==> config.mk <==
export PLATFORM = sky130hd
export DESIGN_NAME = battery_gauge_averaging
export DESIGN_NICKNAME = d
export VERILOG_FILES = /design/src/hw/rtl/bga_pkg.sv /design/src/hw/rtl/bga_ctrl.sv /design/src/hw/rtl/bga_datapath.sv /design/src/hw/rtl/battery_gauge_averaging.sv
export SDC_FILE = /design/constraint.sdc
export NUM_CORES = 1
export LEC_CHECK = 0
export BUFFER_PORTS_ARGS = -buffer_cell sky130_fd_sc_hd__buf_2
export CAP_MARGIN = 10
export CORE_AREA = 2 2 228 163
export CTS_CLUSTER_DIAMETER = 40
export DETAILED_ROUTE_END_ITERATION = 10
export DIE_AREA = 0 0 230 165
export PLACE_DENSITY = 0.59
export RECOVER_POWER = 25
export SLEW_MARGIN = 20
export SYNTH_ARGS = -nofsm -noshare
export SYNTH_HDL_FRONTEND = slang
export SYNTH_SLANG_ARGS = --single-unit
==> constraint.sdc <==
create_clock -name clk -period 14.6 [get_ports clk]
set_input_delay 2.19 -clock clk [delete_from_list [all_inputs] [get_ports clk]]
set_output_delay 2.19 -clock clk [all_outputs]
set_load 0.01 [all_outputs]
==> src/hw/rtl/bga_pkg.sv <==
// bga_pkg: shared types and constants of the battery gauge averaging block
// holds the controller state type, the command and status structs and the field widths
// no dependencies
package bga_pkg;

	localparam int CodeW   = 10;
	localparam int NumW    = 21;
	localparam int CountW  = 8;
	localparam int SumW    = 24;
	localparam int MvW     = 16;
	localparam int PctW    = 7;
	localparam int CfgIdxW = 1;
	localparam int CfgW    = 21;
	localparam int DivSteps = SumW;
	localparam int DivCntW  = $clog2(DivSteps + 1);

	localparam logic [CfgIdxW-1:0] CFG_SAMPLE_COUNT = 1'b0;
	localparam logic [CfgIdxW-1:0] CFG_REF_NUMER    = 1'b1;

	localparam logic [CountW-1:0] SampleCountReset = 8'd10;
	localparam logic [NumW-1:0]   RefNumerReset    = 21'd1125300;
	localparam logic [MvW-1:0]    MvSat            = 16'hFFFF;

	localparam logic [MvW-1:0] MvFull  = 16'd3000;
	localparam logic [MvW-1:0] MvEmpty = 16'd1800;
	localparam logic [MvW-1:0] MvKnee3 = 16'd2900;
	localparam logic [MvW-1:0] MvKnee2 = 16'd2700;
	localparam logic [MvW-1:0] MvKnee1 = 16'd2200;
	localparam logic [PctW-1:0] PctFull  = 7'd100;
	localparam logic [PctW-1:0] PctKnee3 = 7'd95;
	localparam logic [PctW-1:0] PctKnee2 = 7'd75;
	localparam logic [PctW-1:0] PctKnee1 = 7'd25;

	typedef enum logic [2:0] {
		ST_IDLE,
		ST_CONV,
		ST_ACC,
		ST_CHECK,
		ST_AVG,
		ST_EMIT
	} st_t;

	typedef enum logic {
		DIV_SEL_CODE,
		DIV_SEL_AVG
	} div_sel_t;

	typedef struct packed {
		logic     div_start;
		div_sel_t div_sel;
		logic     div_step;
		logic     acc_load;
		logic     out_load;
	} cmd_t;

	typedef struct packed {
		logic div_done;
		logic reached;
		logic out_free;
	} status_t;

endpackage

==> src/hw/rtl/bga_ctrl.sv <==
// bga_ctrl: sequencing state machine of the battery gauge averaging block
// drives the datapath through bga_pkg::cmd_t and watches bga_pkg::status_t
// depends on bga_pkg
module bga_ctrl (
	input  logic              clk,
	input  logic              arst_n,
	input  logic              in_valid,
	output logic              in_stall,
	input  bga_pkg::status_t  status,
	output bga_pkg::cmd_t     cmd
);

	bga_pkg::st_t state_q, state_next;

	always_ff @(posedge clk or negedge arst_n) begin
		if (!arst_n) begin
			state_q <= bga_pkg::ST_IDLE;
		end else begin
			state_q <= state_next;
		end
	end

	always_comb begin
		state_next = state_q;
		unique case (state_q)
			bga_pkg::ST_IDLE: begin
				if (in_valid) state_next = bga_pkg::ST_CONV;
			end
			bga_pkg::ST_CONV: begin
				if (status.div_done) state_next = bga_pkg::ST_ACC;
			end
			bga_pkg::ST_ACC: begin
				state_next = bga_pkg::ST_CHECK;
			end
			bga_pkg::ST_CHECK: begin
				state_next = status.reached ? bga_pkg::ST_AVG : bga_pkg::ST_IDLE;
			end
			bga_pkg::ST_AVG: begin
				if (status.div_done) state_next = bga_pkg::ST_EMIT;
			end
			bga_pkg::ST_EMIT: begin
				if (status.out_free) state_next = bga_pkg::ST_IDLE;
			end
			default: state_next = bga_pkg::ST_IDLE;
		endcase
	end

	always_comb begin
		cmd      = '0;
		in_stall = 1'b1;
		unique case (state_q)
			bga_pkg::ST_IDLE: begin
				in_stall      = 1'b0;
				cmd.div_start = in_valid;
				cmd.div_sel   = bga_pkg::DIV_SEL_CODE;
			end
			bga_pkg::ST_CONV: begin
				cmd.div_step = 1'b1;
			end
			bga_pkg::ST_ACC: begin
				cmd.acc_load = 1'b1;
			end
			bga_pkg::ST_CHECK: begin
				cmd.div_start = status.reached;
				cmd.div_sel   = bga_pkg::DIV_SEL_AVG;
			end
			bga_pkg::ST_AVG: begin
				cmd.div_step = 1'b1;
			end
			bga_pkg::ST_EMIT: begin
				cmd.out_load = status.out_free;
			end
			default: cmd = '0;
		endcase
	end

endmodule

==> src/hw/rtl/bga_datapath.sv <==
// bga_datapath: configuration registers, shared restoring divider, accumulator,
// percentage mapping and output register of the battery gauge averaging block
// depends on bga_pkg
module bga_datapath (
	input  logic                             clk,
	input  logic                             arst_n,
	input  logic                             cfg_valid,
	input  logic [bga_pkg::CfgIdxW-1:0]      cfg_index,
	input  logic [bga_pkg::CfgW-1:0]         cfg_data,
	input  logic [bga_pkg::CodeW-1:0]        adc_code,
	input  bga_pkg::cmd_t                    cmd,
	output bga_pkg::status_t                 status,
	output logic                             out_valid,
	input  logic                             out_stall,
	output logic [bga_pkg::MvW-1:0]          supply_millivolts,
	output logic [bga_pkg::PctW-1:0]         charge_percent
);

	localparam int SumW   = bga_pkg::SumW;
	localparam int CodeW  = bga_pkg::CodeW;
	localparam int CountW = bga_pkg::CountW;
	localparam int MvW    = bga_pkg::MvW;
	localparam int PctW   = bga_pkg::PctW;

	logic [CountW-1:0]        sample_count_q;
	logic [bga_pkg::NumW-1:0] ref_numer_q;

	logic [SumW-1:0]             quo_q;
	logic [CodeW-1:0]            rem_q;
	logic [CodeW-1:0]            dsr_q;
	logic [bga_pkg::DivCntW-1:0] cnt_q;
	logic [CodeW:0]              trial;
	logic                        trial_ge;

	logic [SumW-1:0]   sum_q;
	logic [CountW-1:0] count_q;
	logic [CountW-1:0] target;
	logic [MvW-1:0]    conv_mv;
	logic [MvW-1:0]    avg_mv;
	logic [PctW-1:0]   pct;
	logic              out_valid_q;

	// configuration registers
	always_ff @(posedge clk or negedge arst_n) begin
		if (!arst_n) begin
			sample_count_q <= bga_pkg::SampleCountReset;
			ref_numer_q    <= bga_pkg::RefNumerReset;
		end else if (cfg_valid) begin
			unique case (cfg_index)
				bga_pkg::CFG_SAMPLE_COUNT: sample_count_q <= cfg_data[CountW-1:0];
				bga_pkg::CFG_REF_NUMER:    ref_numer_q    <= cfg_data[bga_pkg::NumW-1:0];
				default: ;
			endcase
		end
	end

	// restoring divider, one quotient bit per cycle
	assign trial    = {rem_q, quo_q[SumW-1]};
	assign trial_ge = trial >= {1'b0, dsr_q};

	always_ff @(posedge clk or negedge arst_n) begin
		if (!arst_n) begin
			cnt_q <= '0;
		end else if (cmd.div_start) begin
			cnt_q <= bga_pkg::DivCntW'(bga_pkg::DivSteps);
		end else if (cmd.div_step && cnt_q != '0) begin
			cnt_q <= cnt_q - 1'b1;
		end
	end

	always_ff @(posedge clk) begin
		if (cmd.div_start) begin
			rem_q <= '0;
			if (cmd.div_sel == bga_pkg::DIV_SEL_CODE) begin
				quo_q <= SumW'(ref_numer_q);
				dsr_q <= adc_code;
			end else begin
				quo_q <= sum_q;
				dsr_q <= CodeW'(count_q);
			end
		end else if (cmd.div_step && cnt_q != '0) begin
			rem_q <= trial_ge ? CodeW'(trial - {1'b0, dsr_q}) : trial[CodeW-1:0];
			quo_q <= {quo_q[SumW-2:0], trial_ge};
		end
	end

	// last step happens in the cycle that reports done
	assign status.div_done = (cnt_q == bga_pkg::DivCntW'(1));

	// zero code or oversize quotient saturate
	assign conv_mv = (dsr_q == '0 || quo_q[SumW-1:MvW] != '0) ? bga_pkg::MvSat : quo_q[MvW-1:0];
	assign avg_mv  = (quo_q[SumW-1:MvW] != '0) ? bga_pkg::MvSat : quo_q[MvW-1:0];

	assign target = (sample_count_q == '0) ? CountW'(1) : sample_count_q;
	assign status.reached = (count_q != '0) && (count_q >= target);

	always_ff @(posedge clk or negedge arst_n) begin
		if (!arst_n) begin
			sum_q   <= '0;
			count_q <= '0;
		end else if (cmd.acc_load) begin
			sum_q   <= sum_q + SumW'(conv_mv);
			count_q <= count_q + 1'b1;
		end else if (cmd.out_load) begin
			sum_q   <= '0;
			count_q <= '0;
		end
	end

	// piecewise-linear mapping; /10 and /20 by reciprocal multiply, /16 by shift
	always_comb begin
		logic [8:0]  diff;
		logic [16:0] prod;
		diff = '0;
		prod = '0;
		pct  = '0;
		if (avg_mv >= bga_pkg::MvFull) begin
			pct = bga_pkg::PctFull;
		end else if (avg_mv <= bga_pkg::MvEmpty) begin
			pct = '0;
		end else if (avg_mv > bga_pkg::MvKnee3) begin
			diff = 9'(avg_mv - bga_pkg::MvKnee3);
			prod = 17'(diff) * 17'd205;
			pct  = bga_pkg::PctKnee3 + PctW'(prod[16:12]);
			if (pct > bga_pkg::PctFull) pct = bga_pkg::PctFull;
		end else if (avg_mv > bga_pkg::MvKnee2) begin
			diff = 9'(avg_mv - bga_pkg::MvKnee2);
			prod = 17'(diff) * 17'd205;
			pct  = bga_pkg::PctKnee2 + PctW'(prod[16:11]);
		end else if (avg_mv > bga_pkg::MvKnee1) begin
			diff = 9'(avg_mv - bga_pkg::MvKnee1);
			prod = 17'(diff) * 17'd205;
			pct  = bga_pkg::PctKnee1 + PctW'(prod[16:11]);
		end else begin
			diff = 9'(avg_mv - bga_pkg::MvEmpty);
			pct  = PctW'(diff[8:4]);
		end
	end

	// output register
	assign status.out_free = !out_valid_q || !out_stall;

	always_ff @(posedge clk or negedge arst_n) begin
		if (!arst_n) begin
			out_valid_q <= 1'b0;
		end else if (cmd.out_load) begin
			out_valid_q <= 1'b1;
		end else if (!out_stall) begin
			out_valid_q <= 1'b0;
		end
	end

	always_ff @(posedge clk) begin
		if (cmd.out_load) begin
			supply_millivolts <= avg_mv;
			charge_percent    <= pct;
		end
	end

	assign out_valid = out_valid_q;

endmodule

==> src/hw/rtl/battery_gauge_averaging.sv <==
// battery_gauge_averaging: supply voltage gauge from bandgap converter readings
// top level joining the controller bga_ctrl and the datapath bga_datapath
// depends on bga_pkg
//
// usage
// readings of the internal reference enter on in_valid/in_stall with adc_code; a request is
// taken at a clock edge with in_valid high and in_stall low. each reading becomes supply
// millivolts through a 24-step restoring divider (one quotient bit per cycle), is added to a
// running sum, and after sample_count readings one result leaves on out_valid/out_stall with
// supply_millivolts and charge_percent. a zero sample count acts as one.
// a reading that completes no average passes through conversion, accumulation and the check;
// the one that completes an average then also has the same divider compute sum / count.
// the divider is shared by both divisions; no new reading is taken until the block is idle.
// the result sits in an output register, so a new reading is taken while it waits; if the
// receiver still stalls when the next average is ready, the block holds in_stall high.
// configuration is written on cfg_valid/cfg_ready (cfg_ready is always high) with cfg_index
// 0 for sample_count and 1 for reference_numerator; the user must write it only while the
// block is idle, which the block itself does not enforce. reset clears the sum, the count and
// the output valid, and loads sample_count 10 and reference_numerator 1125300.
module battery_gauge_averaging (
	input  logic                         clk,
	input  logic                         arst_n,
	input  logic                         cfg_valid,
	output logic                         cfg_ready,
	input  logic [bga_pkg::CfgIdxW-1:0]  cfg_index,
	input  logic [bga_pkg::CfgW-1:0]     cfg_data,
	input  logic                         in_valid,
	output logic                         in_stall,
	input  logic [bga_pkg::CodeW-1:0]    adc_code,
	output logic                         out_valid,
	input  logic                         out_stall,
	output logic [bga_pkg::MvW-1:0]      supply_millivolts,
	output logic [bga_pkg::PctW-1:0]     charge_percent
);

	bga_pkg::cmd_t    cmd;
	bga_pkg::status_t status;

	assign cfg_ready = 1'b1;

	bga_ctrl u_ctrl (
		.clk      (clk),
		.arst_n   (arst_n),
		.in_valid (in_valid),
		.in_stall (in_stall),
		.status   (status),
		.cmd      (cmd)
	);

	bga_datapath u_datapath (
		.clk               (clk),
		.arst_n            (arst_n),
		.cfg_valid         (cfg_valid),
		.cfg_index         (cfg_index),
		.cfg_data          (cfg_data),
		.adc_code          (adc_code),
		.cmd               (cmd),
		.status            (status),
		.out_valid         (out_valid),
		.out_stall         (out_stall),
		.supply_millivolts (supply_millivolts),
		.charge_percent    (charge_percent)
	);

endmodule
## Word-level counts from Yosys, hierarchy flattened

Cells that the tools add are included.

| cells by class | value |
|---|---|
| reduce and logical (&&, ||, !) cells | 19 |
| magnitude comparators | 8 |
| equal/unequal tests | 11 |
| add/sub/neg operators | 11 |
| bitwise gates (word level) | 1 |
| mux-type cells | 32 |
| multipliers | 3 |

Operators with widths:

| kind | number |
|---|---|
| two-way mux 24 bit | 5 |
| multiplier 9 x 8 -> 17 bit, second input constant | 3 |
| > comparator 16 x 12 -> 1 bit, second input constant | 3 |
| two-way mux 7 bit | 5 |
| two-way mux 16 bit | 2 |
| two-way mux 8 bit | 4 |
| adder 24 x 16 -> 24 bit | 1 |
| case mux 3 bit (6 select lines) | 1 |
| subtractor 9 x 8 -> 9 bit, second input constant | 2 |
| subtractor 9 bit, second input constant | 2 |
| >= comparator 16 x 12 -> 1 bit, second input constant | 1 |
| <= comparator 16 x 11 -> 1 bit, second input constant | 1 |
| nonzero test 8 bit | 2 |
| two-way mux 3 bit | 5 |
| >= comparator 11 x 10 -> 1 bit | 1 |
| logical NOT 10 bit | 1 |
| two-way mux 10 bit | 1 |
| two-way mux 5 bit | 2 |
| subtractor 10 bit | 1 |
| adder 8 x 1 -> 8 bit, second input constant | 1 |
| >= comparator 8 bit | 1 |
| logical NOT 8 bit | 1 |
| adder 5 x 6 -> 7 bit, first input constant | 1 |
| adder 7 x 5 -> 7 bit, first input constant | 1 |
| 21 further kinds | 37 |

| storage, ports and cells | value |
|---|---|
| word-level logic and storage cells | 99 |
| output and inout bits | 26 |
| bits of input ports | 37 |
| bits in registers | 137 |

## Depth between registers and ports, before layout

| logic depth | value |
|---|---|
| depth in word-level cells | 9 |
| gate-level depth with buffers | 30 |
| depth with buffers taken out | 30 |

## Cells and area by module

Synthesis repeated with hierarchy kept, for this count alone.

| second synthesis, totals | value |
|---|---|
| cells, all modules | 1300 |
| area total of the unflattened synthesis | 12132.9 sq um |

Modules (own cells, without submodules):

| module | times used | cells each | area an instance (sq um) | seq. area each (sq um) |
|---|---|---|---|---|
| bga_datapath | 1 | 1270 | 11898.9 | 3603.5 |
| bga_ctrl | 1 | 28 | 222.7 | 75.1 |
| battery_gauge_averaging | 1 | 2 | 11.3 | 0.0 |

## Worst setup path before layout

OpenSTA, ideal clock, no wires.

| timing path | value |
|---|---|
| kind | register to register |
| start point | register u_datapath.quo_q[23] |
| end point | register u_datapath.charge_percent[5] in the netlist's numbering (data pin) |
| cell stages (with the launch flop) | 28 |
| required time | 14328 ps |
| clock period less this slack | 6549 ps |
| setup slack | 8051 ps |
| arrival time | 6276 ps |
| setup time | 272 ps |
| buffers on the path | 0 |
| cells stage by stage | edfxtp_1 > nor4_4 > and2_1 > nand2b_1 > ha_1 > a21oi_1 > nand2_1 > xor2_1 > and2_1 > ha_1 > inv_1 > fa_1 > inv_1 > fa_1 > inv_1 > fa_1 > inv_1 > ha_1 > nor2_1 > and4b_1 > a21oi_4 > a2111oi_4 > nor3_1 > a2111oi_2 > nand4_1 > or3_1 > a21oi_1 > o21ai_1 |

| on the way | value |
|---|---|
| word-level cells in the longest chain between the ends | 9 |
| elaborated cells on any way between the ends | 22 |
| classes of those cells | add/sub: 6; mul: 3; order compare: 6; mux: 6; reduce/logical: 1 |

Ends and longest elaborated chain:

| item | RTL line | RTL |
|---|---|---|
| from (decl) | bga_datapath.sv:28 | `logic [SumW-1:0] quo_q;` |
| from (signal assigned) | bga_datapath.sv:75 | `quo_q <= SumW'(ref_numer_q);` |
| from (signal assigned) | bga_datapath.sv:78 | `quo_q <= sum_q;` |
| from (signal assigned) | bga_datapath.sv:83 | `quo_q <= {quo_q[SumW-2:0], trial_ge};` |
| nonzero test 8 bit * | bga_datapath.sv:92 | `assign avg_mv = (quo_q[SumW-1:MvW] != '0) ? bga_pkg::MvSat : quo_q[MvW-1:0];` |
| two-way mux 16 bit * | bga_datapath.sv:92 |  |
| subtractor 9 bit / subtractor 9 x 8 -> 9 bit (equally long branches) | bga_datapath.sv:122, bga_datapath.sv:131 |  |
| multiplier 9 x 8 -> 17 bit, on equally long branches | bga_datapath.sv:123, bga_datapath.sv:132 |  |
| adder 7 x 5 -> 7 bit / adder 5 x 6 -> 7 bit (equally long branches) | bga_datapath.sv:124, bga_datapath.sv:133 |  |
| > comparator 7 bit / two-way mux 7 bit (equally long branches) | bga_datapath.sv:125, bga_datapath.sv:130 |  |
| two-way mux 7 bit, on equally long branches | bga_datapath.sv:125, bga_datapath.sv:126 |  |
| two-way mux 7 bit | bga_datapath.sv:121 | `end else if (avg_mv > bga_pkg::MvKnee3) begin` |
| two-way mux 7 bit | bga_datapath.sv:119 | `end else if (avg_mv <= bga_pkg::MvEmpty) begin` |
| to (signal assigned) | bga_datapath.sv:156 | `charge_percent <= pct;` |
| to (decl) | bga_datapath.sv:16 | `output logic [bga_pkg::PctW-1:0] charge_percent` |

Mark *: on every way between the ends. The rest lies on a longest branch, timed or not.
A chain may end at the register's enable or synchronous reset.

## Worst setup path after layout

| timing path | value |
|---|---|
| start point | register u_datapath.quo_q[20] |
| end point | register u_datapath.charge_percent[0] in the netlist's numbering (data pin) |

| on the way | value |
|---|---|
| word-level cells in the longest chain between the ends | 8 |
| elaborated cells on any way between the ends | 23 |
| classes of those cells | add/sub: 7; mul: 3; order compare: 6; mux: 5; reduce/logical: 2 |

Ends and longest elaborated chain:

| item | RTL line | RTL |
|---|---|---|
| nonzero test 8 bit * | bga_datapath.sv:92 |  |
| two-way mux 16 bit * | bga_datapath.sv:92 |  |
| net u_datapath.avg_mv[4] | bga_datapath.sv:39 | `logic [MvW-1:0] avg_mv;` |
| subtractor 9 bit / subtractor 9 x 8 -> 9 bit (equally long branches) | bga_datapath.sv:122, bga_datapath.sv:131 |  |
| multiplier 9 x 8 -> 17 bit, on equally long branches | bga_datapath.sv:123, bga_datapath.sv:132 |  |
| adder 7 x 5 -> 7 bit / adder 5 x 6 -> 7 bit (equally long branches) | bga_datapath.sv:124, bga_datapath.sv:133 |  |
| > comparator 7 bit / two-way mux 7 bit (equally long branches) | bga_datapath.sv:125, bga_datapath.sv:130 |  |
| two-way mux 7 bit, on equally long branches | bga_datapath.sv:125, bga_datapath.sv:126 |  |
| two-way mux 7 bit | bga_datapath.sv:121 |  |

The timed path passes the listed nets; every way through them passes the cells marked *.

==> out/qor.yml <==
pwr:
  p_sw_w: 0.000882
  p_leak_nw: 6.20
  pwr-share-seq_pct: 30.8
  p_int_w: 0.00121
  vdd_drop_max_mv: 0.0805
  p_per_area_nw_per_um2: 153
  p_sw_share_pct: 42.1
  combPwrFrac_pct: 47.6
  power_frac_clock_pct: 21.6
clock_network:
  clk_pin_slew_ps: 60
  holdBufCountCts: 0
  cts_made_buffers: 17
  root_buffer: "clkbuf_16"
  clkSinkCount: 137
  clk-insertion-delay-late_ps: 450
  cts_setup_buffers: 0
  cts_resized: 0
  htree_levels: 4
  cts_buffer_depth: 2
  cts_tree: "done"
setup_path:
  r2r_end: "u_datapath.charge_percent[0]"
  r2r_start: "u_datapath.quo_q[20]"
  cp.arrival_ps: 8570
  critPathCapture: "u_datapath.charge_percent[0]"
  critPathRequiredTime_ps: 14890
  critPathMaxFanout: 12
  critPathLaunchType: "register"
  r2r_slack_ps: 6320
  reg2reg_depth: 26
  endpoint_kind: "register"
  critPathKind: "register to register"
  critPathLaunch: "u_datapath.quo_q[20]"
layout:
  layout-drive-gt1-share_pct: 11.4
  fin_area_um2: 13700
  regArea_um2: 3680
  antenna-diode-count: 0
  area_growth_pct: 10.7
  n_fill_cell: 3630
  multi_input_area_um2: 7850
  nets: 1658
logic_synthesis:
  netlist_top_cells_count: "nand2_1, ha_1, inv_1"
  synth_edf_count: 57
  synth_top_area_cell: "ha_1"
  synth_area_um2: 12400
  ys_ff_latch: 137
  syn-num-nets: 1629
  synth_top_cells_by_area: "ha_1, edfxtp_1, dfrtp_1"
  synth_most_common_cell: "nand2_1"
  avgSynthCellArea_um2: 8.98
  synth_top_area_share_pct: 17.3
  ys.flop_type: "dfrtp_1"
  yosys_warnings: 0
  postSynthCellCount: 1378
  async_reset_ff_share_pct: 51.1
  yosysSeqAreaShare_pct: 29.7
  synth_cell_types: 83
routing:
  num_vias: 9881
  dr.pass1.iters: 7
  ant_nets: 0
  drt-initial-drc-count: 769
  wl_per_cell_um: 17.1
  via_per_inst: 5.20
  drc: 0
  routed_wl_um: 32400
floorplan:
  floorplan.initialDensity_pct: 34.8
  dieArea_um2: 38000
  core_area_um2: 35600
  die_w_um: 230
  io_pins: 63
  die_h_um: 165
  num_rows: 58
global_route:
  grt-ovfl-total: 0
  grt_usage_pct: 17.8
  grt_pass1_wl_um: 53100
  grt_pass1_vias: 9661
  grt_max_degree: 71
  antenna_found_initial: 0
run_status:
  status: "finished with violations"
  violations: "capacitance limit, slew limit"
placed_design:
  dpl.hpwl_um: 25100
  dpl_cell_area_um2: 13100
  place.gp.congestion: 0.877
  port_buffers: 61
timing:
  hold_viol: 0
  rsz0062_at_grt: "false"
  fin_skew_ps: 12.8
  timing.slew.headroom_pct: -174
  setup_tns_ps: 0
  finalSetupViolCount: 0
  max_slew.worst_pin.slew_ps: 4120
  fmax_ghz: 0.121
  drv_slew: 71
  post-route-period-util_pct: 56.7
  fin_crit_ps: 8280
min_path:
  min_path_type: "register to register"
run:
  maxCapViolations: 1
layout make-up:
type / count / share of cell area [%]
clock buffer: 17 / 3.11
clock inverter: 15 / 1.30
inverter: 164 / 4.50
multi-input combinational: 1020 / 57.3
sequential: 137 / 26.9
tap: 480 / 4.39
timing repair buffer: 67 / 2.51
cells in the final DEF (no fill, tap or decap), types with 10 or more instances in the layout:
cell type and count:
a211oi_1 10, mux2i_1 15, a31oi_1 27, xnor2_1 35
or2_2 12, nand3_1 49, nand4_1 13, dfxtp_1 10
and3_1 10, buf_2 59, nor2b_1 12, o21a_1 10
nand2_1 170, xor2_1 26, edfxtp_1 57, o21ai_0 68
nor2_1 81, dfstp_2 12, nand2b_1 22, a21boi_0 10
dfrtp_1 58, fa_1 43, and2_1 10, ha_1 171
inv_1 163, or3_1 11, a21oi_1 39, a21o_1 17
clkbuf_16 17, nor3_1 24, mux2_2 22
critical path, cell delays in order, from the launching register on:
cell	delay [ps]
edfxtp_1	400
nor4_1	890
nand2_1	560
nor2_1	500
inv_1	180
ha_1	310
a211oi_1	440
nor2_1	150
xnor2_1	180
ha_1	350
fa_1	490
fa_1	530
inv_1	60
fa_1	530
inv_1	40
ha_1	300
nand2_1	60
o21ai_1	70
a22o_1	210
or3_1	390
xnor2_1	250
ha_1	290
nand3_1	90
nor4_1	190
a31o_2	180
or3b_1	340
a21oi_1	160
cell families after synthesis:
kind of cell / share of synthesized area, %
DFF: 29.7
other: 0.0303
and+or+nand+nor: 17.9
AOI/OAI and AO/OA: 13.7
muxes: 3.22
xor gates and xnor gates: 4.32
buffers and inverters: 6.83
adders and majority gates: 24.3
state kept, by name, indices dropped and copies added (netlist names):
| signal | cells |
|---|---|
| u_datapath.quo_q | 24 |
| u_datapath.sum_q | 24 |
| u_datapath.ref_numer_q | 21 |
| u_datapath.supply_millivolts | 16 |
| u_datapath.dsr_q | 10 |
| u_datapath.rem_q | 10 |
| u_datapath.count_q | 8 |
| u_datapath.sample_count_q | 8 |
| u_datapath.charge_percent | 7 |
| u_datapath.cnt_q | 5 |
| u_ctrl.state_q | 3 |
| u_datapath.out_valid | 1 |
layer usage:
| metal | wire length, µm | vias to the layer above | share of wire (%) | track usage, % |
|---|---|---|---|---|
| met1 | 16500 | 4756 | 51 | 26.3 |
| met2 | 13500 | 254 | 42 | 26.1 |
| met5 | 0 | - | 0 | 0 |
| met3 | 2010 | 31 | 6.2 | 4.13 |
| li1 | - | 4840 | - | - |
| met4 | 442 | 0 | 1.4 | 3.99 |
through the flow:
step                      hold slack (ps)  cells  setup WS [ps]  util (%)  total power, W
after floorplan                       452   1378           8050         -         0.00139
after global placement                473   1868           7350      36.9         0.00162
after detailed placement              475   1868           7120      36.9         0.00163
after CTS                             489   1900           7090      38.6         0.00209
after global routing                  521   1900           5880      38.5         0.00227
final                                 495   1900           6320      38.5         0.00210
power groups by stage:
stage	sequential, W	clock (W)	combinational (W)
finish	0.000645	0.000453	0.000998
global route	0.000659	0.000479	0.00113
CTS	0.000644	0.000459	0.000991
detailed placement	0.000651	0	0.000982
global placement	0.000649	0	0.000968
floorplan	0.000586	0	0.000808
worst min-delay path by stage:
stage,slack (ps),endpoint,depth (start not counted),startpoint
after detailed placement,470,u_datapath.sum_q[23],1,u_datapath.sum_q[23]
after global placement,470,u_datapath.sum_q[23],1,u_datapath.sum_q[23]
after floorplan,450,u_datapath.sum_q[23],1,u_datapath.sum_q[23]
final,500,u_datapath.sum_q[23],1,u_datapath.sum_q[23]
after global routing,520,u_datapath.ref_numer_q[19],1,u_datapath.ref_numer_q[19]
after CTS,490,u_datapath.sum_q[23],1,u_datapath.sum_q[23]
Note: power is estimated with default switching activity, not from simulation.
